--- src/hdl/suks_pkg.sv ---
// Shared types and constants for the sorted unique key set.
package suks_pkg;

    localparam int CMD_W    = 2;
    localparam int KEY_W    = 32;
    localparam int STATUS_W = 2;
    localparam int POS_W    = 6;
    localparam int COUNT_W  = 7;

    localparam logic [CMD_W-1:0] CMD_INSERT = 2'd0;
    localparam logic [CMD_W-1:0] CMD_REMOVE = 2'd1;
    localparam logic [CMD_W-1:0] CMD_SEARCH = 2'd2;

    localparam logic [STATUS_W-1:0] ST_OK   = 2'd0;
    localparam logic [STATUS_W-1:0] ST_MISS = 2'd1;
    localparam logic [STATUS_W-1:0] ST_FULL = 2'd2;

    // flipping the sign bit makes unsigned order match signed order
    localparam logic [KEY_W-1:0] SIGN_FLIP = 32'h8000_0000;

    typedef enum logic [1:0] {
        RD_IDX     = 2'd0,
        RD_PTR_DN  = 2'd1,
        RD_PTR_UP  = 2'd2
    } rd_sel_t;

    typedef struct packed {
        logic                load;
        logic                mem_rd;
        rd_sel_t             rd_sel;
        logic                idx_inc;
        logic                ptr_load_up;
        logic                ptr_load_dn;
        logic                shift_wr_up;
        logic                shift_wr_dn;
        logic                key_wr;
        logic                cnt_inc;
        logic                cnt_dec;
        logic                res_set;
        logic [STATUS_W-1:0] res_status;
        logic                res_use_pos;
        logic                res_load;
    } dp_cmd_t;

    typedef struct packed {
        logic [CMD_W-1:0] command;
        logic             scan_end;
        logic             key_lt;
        logic             key_eq;
        logic             full;
        logic             up_done;
        logic             dn_done;
    } dp_stat_t;

endpackage

--- src/hdl/suks_if.sv ---
// Request and response channel interfaces of the sorted unique key set.
interface suks_req_if;
    logic                               valid;
    logic                               ready;
    logic [suks_pkg::CMD_W-1:0]         command;
    logic signed [suks_pkg::KEY_W-1:0]  key;

    modport source (output valid, output command, output key, input ready);
    modport sink   (input valid, input command, input key, output ready);
endinterface

interface suks_rsp_if;
    logic                               valid;
    logic                               ready;
    logic [suks_pkg::STATUS_W-1:0]      status;
    logic [suks_pkg::POS_W-1:0]         position;
    logic [suks_pkg::COUNT_W-1:0]       entry_count;

    modport source (output valid, output status, output position, output entry_count,
                    input ready);
    modport sink   (input valid, input status, input position, input entry_count,
                    output ready);
endinterface

--- src/hdl/suks_ctrl.sv ---
// Sequencing state machine: scan, shift and response hand-off.
module suks_ctrl (
    input  logic               clk,
    input  logic               rst_n,
    input  logic               req_valid,
    output logic               req_ready,
    output logic               rsp_valid,
    input  logic               rsp_ready,
    input  suks_pkg::dp_stat_t stat,
    output suks_pkg::dp_cmd_t  cmd
);
    import suks_pkg::*;

    typedef enum logic [8:0] {
        S_IDLE     = 9'b000000001,
        S_SCAN_RD  = 9'b000000010,
        S_SCAN_CMP = 9'b000000100,
        S_UP_STEP  = 9'b000001000,
        S_UP_MOVE  = 9'b000010000,
        S_DN_STEP  = 9'b000100000,
        S_DN_MOVE  = 9'b001000000,
        S_RESP     = 9'b010000000,
        S_SPARE    = 9'b100000000
    } state_t;

    state_t state_reg, state_next;
    logic   out_valid_reg, out_valid_next;
    logic   slot_free;
    logic   scan_done;
    logic   hit;

    assign slot_free = !out_valid_reg || rsp_ready;
    assign req_ready = (state_reg == S_IDLE);
    assign rsp_valid = out_valid_reg;

    always_comb
    begin
        cmd        = '0;
        cmd.rd_sel = RD_IDX;
        state_next = state_reg;
        scan_done  = 1'b0;
        hit        = 1'b0;
        unique case (state_reg)
            S_IDLE:
            begin
                if (req_valid)
                begin
                    cmd.load   = 1'b1;
                    state_next = S_SCAN_RD;
                end
            end
            S_SCAN_RD:
            begin
                if (stat.scan_end)
                begin
                    scan_done = 1'b1;
                end
                else
                begin
                    cmd.mem_rd = 1'b1;
                    cmd.rd_sel = RD_IDX;
                    state_next = S_SCAN_CMP;
                end
            end
            S_SCAN_CMP:
            begin
                if (stat.key_lt)
                begin
                    cmd.idx_inc = 1'b1;
                    state_next  = S_SCAN_RD;
                end
                else
                begin
                    scan_done = 1'b1;
                    hit       = stat.key_eq;
                end
            end
            S_UP_STEP:
            begin
                if (stat.up_done)
                begin
                    cmd.key_wr  = 1'b1;
                    cmd.cnt_inc = 1'b1;
                    state_next  = S_RESP;
                end
                else
                begin
                    cmd.mem_rd = 1'b1;
                    cmd.rd_sel = RD_PTR_DN;
                    state_next = S_UP_MOVE;
                end
            end
            S_UP_MOVE:
            begin
                cmd.shift_wr_up = 1'b1;
                state_next      = S_UP_STEP;
            end
            S_DN_STEP:
            begin
                if (stat.dn_done)
                begin
                    cmd.cnt_dec = 1'b1;
                    state_next  = S_RESP;
                end
                else
                begin
                    cmd.mem_rd = 1'b1;
                    cmd.rd_sel = RD_PTR_UP;
                    state_next = S_DN_MOVE;
                end
            end
            S_DN_MOVE:
            begin
                cmd.shift_wr_dn = 1'b1;
                state_next      = S_DN_STEP;
            end
            S_RESP:
            begin
                if (slot_free)
                begin
                    cmd.res_load = 1'b1;
                    state_next   = S_IDLE;
                end
            end
            default:
            begin
                state_next = S_IDLE;
            end
        endcase

        // lower bound found: pick the outcome and the follow-up work
        if (scan_done)
        begin
            cmd.res_set     = 1'b1;
            cmd.res_status  = ST_MISS;
            cmd.res_use_pos = 1'b0;
            state_next      = S_RESP;
            unique case (stat.command)
                CMD_INSERT:
                begin
                    if (hit)
                    begin
                        cmd.res_use_pos = 1'b1;
                    end
                    else if (stat.full)
                    begin
                        cmd.res_status = ST_FULL;
                    end
                    else
                    begin
                        cmd.res_status  = ST_OK;
                        cmd.res_use_pos = 1'b1;
                        cmd.ptr_load_up = 1'b1;
                        state_next      = S_UP_STEP;
                    end
                end
                CMD_REMOVE:
                begin
                    if (hit)
                    begin
                        cmd.res_status  = ST_OK;
                        cmd.res_use_pos = 1'b1;
                        cmd.ptr_load_dn = 1'b1;
                        state_next      = S_DN_STEP;
                    end
                end
                CMD_SEARCH:
                begin
                    if (hit)
                    begin
                        cmd.res_status  = ST_OK;
                        cmd.res_use_pos = 1'b1;
                    end
                end
                default:
                begin
                    cmd.res_status = ST_MISS;
                end
            endcase
        end
    end

    always_comb
    begin
        out_valid_next = out_valid_reg;
        if (cmd.res_load)
        begin
            out_valid_next = 1'b1;
        end
        else if (rsp_ready)
        begin
            out_valid_next = 1'b0;
        end
    end

    always_ff @(posedge clk or negedge rst_n)
    begin
        if (!rst_n)
        begin
            state_reg     <= S_IDLE;
            out_valid_reg <= 1'b0;
        end
        else
        begin
            state_reg     <= state_next;
            out_valid_reg <= out_valid_next;
        end
    end

`ifndef SYNTH
    // a new result never overwrites a beat still waiting on the response side
    a_no_overwrite: assert property (@(posedge clk) disable iff (!rst_n)
        cmd.res_load |-> slot_free)
        else $error("result loaded over a pending beat");

    // a shift is only started by a finished scan
    a_shift_after_scan: assert property (@(posedge clk) disable iff (!rst_n)
        (cmd.ptr_load_up || cmd.ptr_load_dn) |->
            ($past(state_reg) == S_SCAN_RD || $past(state_reg) == S_SCAN_CMP
             || state_reg == S_SCAN_RD || state_reg == S_SCAN_CMP))
        else $error("shift started outside the scan");
`endif

endmodule

--- src/hdl/suks_dpath.sv ---
// Key memory, scan and shift pointers, entry count and result registers.
module suks_dpath #(
    parameter int CAPACITY = 64
) (
    input  logic                                  clk,
    input  logic                                  rst_n,
    input  logic [suks_pkg::CMD_W-1:0]            command,
    input  logic signed [suks_pkg::KEY_W-1:0]     key,
    input  suks_pkg::dp_cmd_t                     cmd,
    output suks_pkg::dp_stat_t                    stat,
    output logic [suks_pkg::STATUS_W-1:0]         status,
    output logic [suks_pkg::POS_W-1:0]            position,
    output logic [suks_pkg::COUNT_W-1:0]          entry_count
);
    import suks_pkg::*;

    localparam int AW = (CAPACITY > 1) ? $clog2(CAPACITY) : 1;
    localparam int CW = $clog2(CAPACITY + 1);

    logic [KEY_W-1:0]    mem [CAPACITY];
    logic [KEY_W-1:0]    rd_data_reg;
    logic [KEY_W-1:0]    key_reg;
    logic [CMD_W-1:0]    cmd_reg;
    logic [CW-1:0]       idx_reg, idx_next;
    logic [CW-1:0]       ptr_reg, ptr_next;
    logic [CW-1:0]       count_reg, count_next;
    logic [CW-1:0]       ptr_m1, ptr_p1;
    logic [STATUS_W-1:0] pend_status_reg;
    logic [POS_W-1:0]    pend_pos_reg;
    logic [STATUS_W-1:0] status_reg;
    logic [POS_W-1:0]    position_reg;
    logic [COUNT_W-1:0]  entry_count_reg;
    logic                mem_we;
    logic [AW-1:0]       wr_addr;
    logic [AW-1:0]       rd_addr;
    logic [KEY_W-1:0]    wr_data;

    assign ptr_m1 = ptr_reg - 1'b1;
    assign ptr_p1 = ptr_reg + 1'b1;

    assign stat.command  = cmd_reg;
    assign stat.scan_end = (idx_reg == count_reg);
    assign stat.key_lt   = (rd_data_reg < key_reg);
    assign stat.key_eq   = (rd_data_reg == key_reg);
    assign stat.full     = (count_reg == CW'(CAPACITY));
    assign stat.up_done  = (ptr_reg == idx_reg);
    assign stat.dn_done  = (ptr_p1 >= count_reg);

    always_comb
    begin
        unique case (cmd.rd_sel)
            RD_IDX:    rd_addr = idx_reg[AW-1:0];
            RD_PTR_DN: rd_addr = ptr_m1[AW-1:0];
            RD_PTR_UP: rd_addr = ptr_p1[AW-1:0];
            default:   rd_addr = idx_reg[AW-1:0];
        endcase
    end

    assign mem_we  = cmd.key_wr || cmd.shift_wr_up || cmd.shift_wr_dn;
    assign wr_addr = cmd.key_wr ? idx_reg[AW-1:0] : ptr_reg[AW-1:0];
    assign wr_data = cmd.key_wr ? key_reg : rd_data_reg;

    always_ff @(posedge clk)
    begin
        if (mem_we)
        begin
            mem[wr_addr] <= wr_data;
        end
        if (cmd.mem_rd)
        begin
            rd_data_reg <= mem[rd_addr];
        end
    end

    always_comb
    begin
        idx_next = idx_reg;
        if (cmd.load)
        begin
            idx_next = '0;
        end
        else if (cmd.idx_inc)
        begin
            idx_next = idx_reg + 1'b1;
        end
    end

    always_comb
    begin
        priority if (cmd.ptr_load_up)
            ptr_next = count_reg;
        else if (cmd.ptr_load_dn)
            ptr_next = idx_reg;
        else if (cmd.shift_wr_up)
            ptr_next = ptr_m1;
        else if (cmd.shift_wr_dn)
            ptr_next = ptr_p1;
        else
            ptr_next = ptr_reg;
    end

    always_comb
    begin
        count_next = count_reg;
        if (cmd.cnt_inc)
        begin
            count_next = count_reg + 1'b1;
        end
        else if (cmd.cnt_dec)
        begin
            count_next = count_reg - 1'b1;
        end
    end

    always_ff @(posedge clk or negedge rst_n)
    begin
        if (!rst_n)
        begin
            idx_reg   <= '0;
            ptr_reg   <= '0;
            count_reg <= '0;
        end
        else
        begin
            idx_reg   <= idx_next;
            ptr_reg   <= ptr_next;
            count_reg <= count_next;
        end
    end

    always_ff @(posedge clk)
    begin
        if (cmd.load)
        begin
            cmd_reg <= command;
            key_reg <= key ^ SIGN_FLIP;
        end
        if (cmd.res_set)
        begin
            pend_status_reg <= cmd.res_status;
            pend_pos_reg    <= cmd.res_use_pos ? POS_W'(idx_reg) : '0;
        end
        if (cmd.res_load)
        begin
            status_reg      <= pend_status_reg;
            position_reg    <= pend_pos_reg;
            entry_count_reg <= COUNT_W'(count_reg);
        end
    end

    assign status      = status_reg;
    assign position    = position_reg;
    assign entry_count = entry_count_reg;

`ifndef SYNTH
    a_inc_not_full: assert property (@(posedge clk) disable iff (!rst_n)
        cmd.cnt_inc |-> (count_reg < CW'(CAPACITY)))
        else $error("insert into a full store");

    a_inc_step: assert property (@(posedge clk) disable iff (!rst_n)
        cmd.cnt_inc |=> (count_reg == $past(count_reg) + 1'b1))
        else $error("entry count did not step on insert");

    a_up_shift_range: assert property (@(posedge clk) disable iff (!rst_n)
        cmd.shift_wr_up |-> (ptr_reg > idx_reg))
        else $error("upward shift passed the insertion point");

    a_rw_exclusive: assert property (@(posedge clk) disable iff (!rst_n)
        !(cmd.mem_rd && mem_we))
        else $error("memory read and write in one cycle");
`endif

endmodule

--- src/hdl/sorted_unique_key_set_core.sv ---
// Sorted unique key set: top level joining controller and datapath.
//
// Usage: req carries one beat per operation (command, signed key); rsp returns
// exactly one beat per request (status, position, entry_count), in order.
// Keys are held in ascending order in a single-port memory of CAPACITY words.
// Insert shifts larger keys up, remove closes the gap, search only scans.
// The scan reads one entry at a time up to the first key not below the
// request key; a shift then moves the entries one at a time. The memory takes
// one access per cycle, and its read data is registered.
// One operation is in flight at a time; req.ready is high only when idle, so
// a new request is taken only after the previous result has been loaded.
// Results sit in an output register: while rsp.ready is low the beat holds,
// and a finished operation waits for the slot before the next request is taken.
// Reset (rst_n low, asynchronous) empties the set and drops any pending beat;
// memory contents are not cleared, only the entry count.
module sorted_unique_key_set_core #(
    parameter int CAPACITY = 64
) (
    input  logic        clk,
    input  logic        rst_n,
    suks_req_if.sink    req,
    suks_rsp_if.source  rsp
);
    import suks_pkg::*;

    dp_cmd_t  dp_cmd;
    dp_stat_t dp_stat;

    suks_ctrl u_ctrl (
        .clk       (clk),
        .rst_n     (rst_n),
        .req_valid (req.valid),
        .req_ready (req.ready),
        .rsp_valid (rsp.valid),
        .rsp_ready (rsp.ready),
        .stat      (dp_stat),
        .cmd       (dp_cmd)
    );

    suks_dpath #(
        .CAPACITY (CAPACITY)
    ) u_dpath (
        .clk         (clk),
        .rst_n       (rst_n),
        .command     (req.command),
        .key         (req.key),
        .cmd         (dp_cmd),
        .stat        (dp_stat),
        .status      (rsp.status),
        .position    (rsp.position),
        .entry_count (rsp.entry_count)
    );

endmodule
--- src/flat_wrapper.sv ---
// flat-port wrapper written by rule: the top's interface ports become plain ports
module sorted_unique_key_set_core_flat import suks_pkg::*;
#(
    parameter int CAPACITY = 64
)
  (clk, rst_n, req_valid, req_command, req_key, req_ready, rsp_valid, rsp_status, rsp_position, rsp_entry_count, rsp_ready);
  suks_req_if req_i ();
  suks_rsp_if rsp_i ();
  input  logic clk;
  input  logic rst_n;
  input wire logic [$bits(req_i.valid)-1:0] req_valid;
  input wire logic [$bits(req_i.command)-1:0] req_command;
  input wire logic [$bits(req_i.key)-1:0] req_key;
  output wire logic [$bits(req_i.ready)-1:0] req_ready;
  output wire logic [$bits(rsp_i.valid)-1:0] rsp_valid;
  output wire logic [$bits(rsp_i.status)-1:0] rsp_status;
  output wire logic [$bits(rsp_i.position)-1:0] rsp_position;
  output wire logic [$bits(rsp_i.entry_count)-1:0] rsp_entry_count;
  input wire logic [$bits(rsp_i.ready)-1:0] rsp_ready;
  assign req_i.valid = req_valid;
  assign req_i.command = req_command;
  assign req_i.key = req_key;
  assign req_ready = req_i.ready;
  assign rsp_valid = rsp_i.valid;
  assign rsp_status = rsp_i.status;
  assign rsp_position = rsp_i.position;
  assign rsp_entry_count = rsp_i.entry_count;
  assign rsp_i.ready = rsp_ready;
  sorted_unique_key_set_core #(.CAPACITY(CAPACITY)) u_core (.clk(clk), .rst_n(rst_n), .req(req_i), .rsp(rsp_i));
endmodule
--- config.mk ---
export PLATFORM = sky130hd
export DESIGN_NAME = sorted_unique_key_set_core_flat
export DESIGN_NICKNAME = d
export VERILOG_FILES = /design/src/hdl/suks_pkg.sv /design/src/hdl/suks_if.sv /design/src/hdl/suks_ctrl.sv /design/src/hdl/suks_dpath.sv /design/src/hdl/sorted_unique_key_set_core.sv /design/src/flat_wrapper.sv
export SDC_FILE = /design/constraint.sdc
export NUM_CORES = 2
export LEC_CHECK = 0
export BUFFER_PORTS_ARGS = -buffer_cell sky130_fd_sc_hd__buf_2
export CAP_MARGIN = 20
export CORE_UTILIZATION = 28
export CTS_CLUSTER_SIZE = 10
export DETAILED_ROUTE_END_ITERATION = 10
export GPL_TIMING_DRIVEN = 0
export MAX_ROUTING_LAYER = met4
export SYNTH_ARGS = -nofsm -noshare
export SYNTH_HDL_FRONTEND = slang
export SYNTH_HIERARCHICAL = 1
export SYNTH_SLANG_ARGS = --single-unit
--- constraint.sdc ---
create_clock -name clk -period 6.52 [get_ports clk]
set_clock_uncertainty 0.2 [all_clocks]
set_input_delay 1.304 -clock clk [delete_from_list [all_inputs] [get_ports clk]]
set_output_delay 1.304 -clock clk [all_outputs]
set_load 0.02 [all_outputs]
==> qor.txt <==
Slew HR: 20.51%
Final period demand of the worst path: 6.443 ns
Psw: 0.008551 W
First-pass GRT wire length: 363.6 mm
Root buffer cell: clkbuf_16
Via density: 5.159
Fin crit share: 98.82%
Starting density of the core: 28.21%
Clk slew on worst S/H paths: 0.06 ns
Nets: 5106
Met3 WL: 28.76 mm
CTS tree: built
WL final: 261.2 mm
Post-route insts no fill: 9155
Largest net degree at the start of global routing: 65
Synth cell types: 75
FF+latch count, synth: 2167
Final core occ: 33.39%
WL met2: 119.1 mm
Total number of vias: 47229
Max incr delay on CP: 0.55 ns
Status: finished, final reports clean
Dpl hpwl: 176.8 mm
Max_cap viols: 0
Main synth FF type: edfxtp_1
Syn_nets: 4686
Post-route ant nets: 0
Top Metal Used: met4
Die height: 555.0 um
M1 wire length: 101.5 mm
Lkg Pwr: 32.08 nW
# DRC: 0
Slowest-stage cell, CP: a221oi_2
Drt first-iter violations: 7618
Most frequent CP cell: buf_16
Hold Fails Final Rpt: 0
CP Data Arrival Time: 6.85 ns
Post-synthesis sequential area ratio: 75.81%
CP endpoint kind: flop
IO Pins: 55
Crit path launch type: flop
Core Area: 303500 um2
Cells after Synth: 4596
Congestion Overflow GR: 0
Mean Syn Cell Area: 18.63 um2
PD cells: 324.9 nW/um2
Max FO, Critical Path: 10
Post-synth EDFFs: 2137
Die Wd: 555.0 um
Family with the most delay on the worst path: buffers and inverters
Post-synthesis cell area: 85640 um2
Tightest Pin Transition: 1.182 ns
Initial antenna violation count: 20
Pins Over Slew Limit: 0
First drt pass iteration count: 6
Gate power share: 14.5%
Max VDD drop: 234.6 uV
Port Buffers: 54
CTS sink count: 2167
Inserted Clock Buffers: 237
Cell Area, Placed: 93580 um2
Worst Hold Class: reg -> reg
Max Root-Sink Buffers: 3
Num rows: 202
Die area: 308100 um2
Final Setup Violations: 0
H-Tree Depth: 4
RD Place Congestion: 0.9528
Post-route cell area: 101400 um2
Layout cells sized above 1: 25.37%
Vias in the first global route: 46273
Internal power: 0.02438 W
Hold Slack: 0.2153 ns
Max Clk Rate: 155.2 MHz
Wire per inst: 28.53 um
Clk_lat worst skew: 0.87 ns
Clock power frac: 35.6%
Yosys synthesis warning count: 6
Max reg flops: 2048
Critical path class: reg -> reg
Worst endpoint required time: 6.93 ns
GRT Overall Usage: 17.21%
Flop pwr share: 49.9%
Sw frac: 25.97%
Bufs and invs on worst path: 9
Total Power: 0.03293 W
Area growth syn-to-layout: 18.36%
Cells after DPL: 8831
Asr flop ratio synth: 1.384%
==> layout make-up <==
class / count / area (um2)
plain buffers: 243 / 1625
fillers: 28512 / 202200
flip-flops and latches: 2167 / 64920
repair buffers: 181 / 2610
clock inverters: 17 / 290.3
diodes: 7 / 17.52
well taps: 4080 / 5105
inverters: 55 / 210.2
multi-input cells: 2131 / 20420
clock buffers: 274 / 6153
==> through the flow <==
| stage | setup slack [ns] | setup TNS [ns] |
|---|---|---|
| global placement | -3.668 | -2551.29 |
| global route | -0.00008704 | -0.00008704 |
| CTS | 0.01043 | 0 |
| finish | 0.07689 | 0 |
| floorplan | 1.056 | 0 |
| detailed placement | -3.389 | -71.12 |
==> power groups by stage <==
stage | Combinational [W] | Clock [W] | Sequential, W
floorplan | 0.00242 | 0 | 0.0166
global placement | 0.00408 | 0 | 0.0168
detailed placement | 0.00439 | 0 | 0.0167
CTS | 0.00456 | 0.0119 | 0.0164
global route | 0.00502 | 0.0124 | 0.0164
finish | 0.00478 | 0.0117 | 0.0164
==> cells in the final DEF, fill, tap and decap left out, drive strengths merged, types with 29 or more instances in the layout <==
| cell type | Yosys | final |
|---|---|---|
| mux2i | 73 | 73 |
| nand2 | 710 | 710 |
| inv | 55 | 60 |
| a21oi | 128 | 128 |
| dfrtp | 29 | 29 |
| buf | 161 | 328 |
| clkbuf | 82 | 367 |
| mux4 | 455 | 455 |
| ha | 51 | 51 |
| edfxtp | 2137 | 2137 |
| nand4 | 37 | 37 |
| nor2 | 141 | 141 |
| o21ai | 32 | 32 |
| mux2 | 34 | 34 |
| nand3 | 209 | 209 |
==> cell usage after synthesis, types with 14 or more instances <==
cell type / n / area [um2]
dfrtp_1: 29 / 725.7
a32oi_1: 23 / 201.4
inv_1: 54 / 202.7
buf_1: 14 / 52.55
nor2_1: 141 / 529.3
edfxtp_1: 2137 / 64170
clkbuf_1: 82 / 307.8
mux2_2: 34 / 382.9
buf_2: 138 / 690.7
mux4_2: 455 / 10250
nand2_1: 710 / 2665
xnor2_1: 22 / 192.7
xor2_1: 16 / 140.1
o21ai_0: 29 / 145.1
a31oi_1: 25 / 156.4
nand3_1: 209 / 1046
nand4_1: 37 / 231.5
mux2i_1: 73 / 730.7
ha_1: 51 / 638.1
a21oi_1: 127 / 635.6
==> repair_timing <==
action                     in CTS  in global routing
hold buffers                    0                  0
cloned                          0                  1
setup buffers                   8                 10
resized for setup             227                 81
pin swaps                      11                  7
setup endpoints to repair      32                 32
==> kinds of logic after synthesis <==
kind of cell	share of synthesized area [%]
fa+ha+maj	0.7802
compound gates	2.279
mux	13.27
xor+xnor	0.3886
simple gates	5.925
buf+inv	1.547
flops	75.81
==> layer usage <==
metal,global-route usage (%),vias up
li1,-,19032
met1,22.57,24917
met2,25.78,2811
met3,3.544,469
met4,7.581,0
met5,-,-
==> worst paths after layout <==
path / slack [ns] / depth (start not counted) / to / start
min in group asynchronous: 0.31 / 1 / u_core/u_ctrl/state_reg[4] / rst_n
min reg2reg: 0.22 / 0 / u_core/u_dpath/position[5] / u_core/u_dpath/pend_pos_reg[5]
max in group asynchronous: 5.28 / 1 / u_core/u_dpath/ptr_reg[0] / rst_n
min: 0.22 / 0 / u_core/u_dpath/position[5] / u_core/u_dpath/pend_pos_reg[5]
max: 0.08 / 26 / u_core/u_dpath/rd_data_reg[9] / u_core/u_dpath/ptr_reg[0]
max reg2reg: 0.08 / 26 / u_core/u_dpath/rd_data_reg[9] / u_core/u_dpath/ptr_reg[0]
No activity file was read; power rests on OpenSTA's default activity.
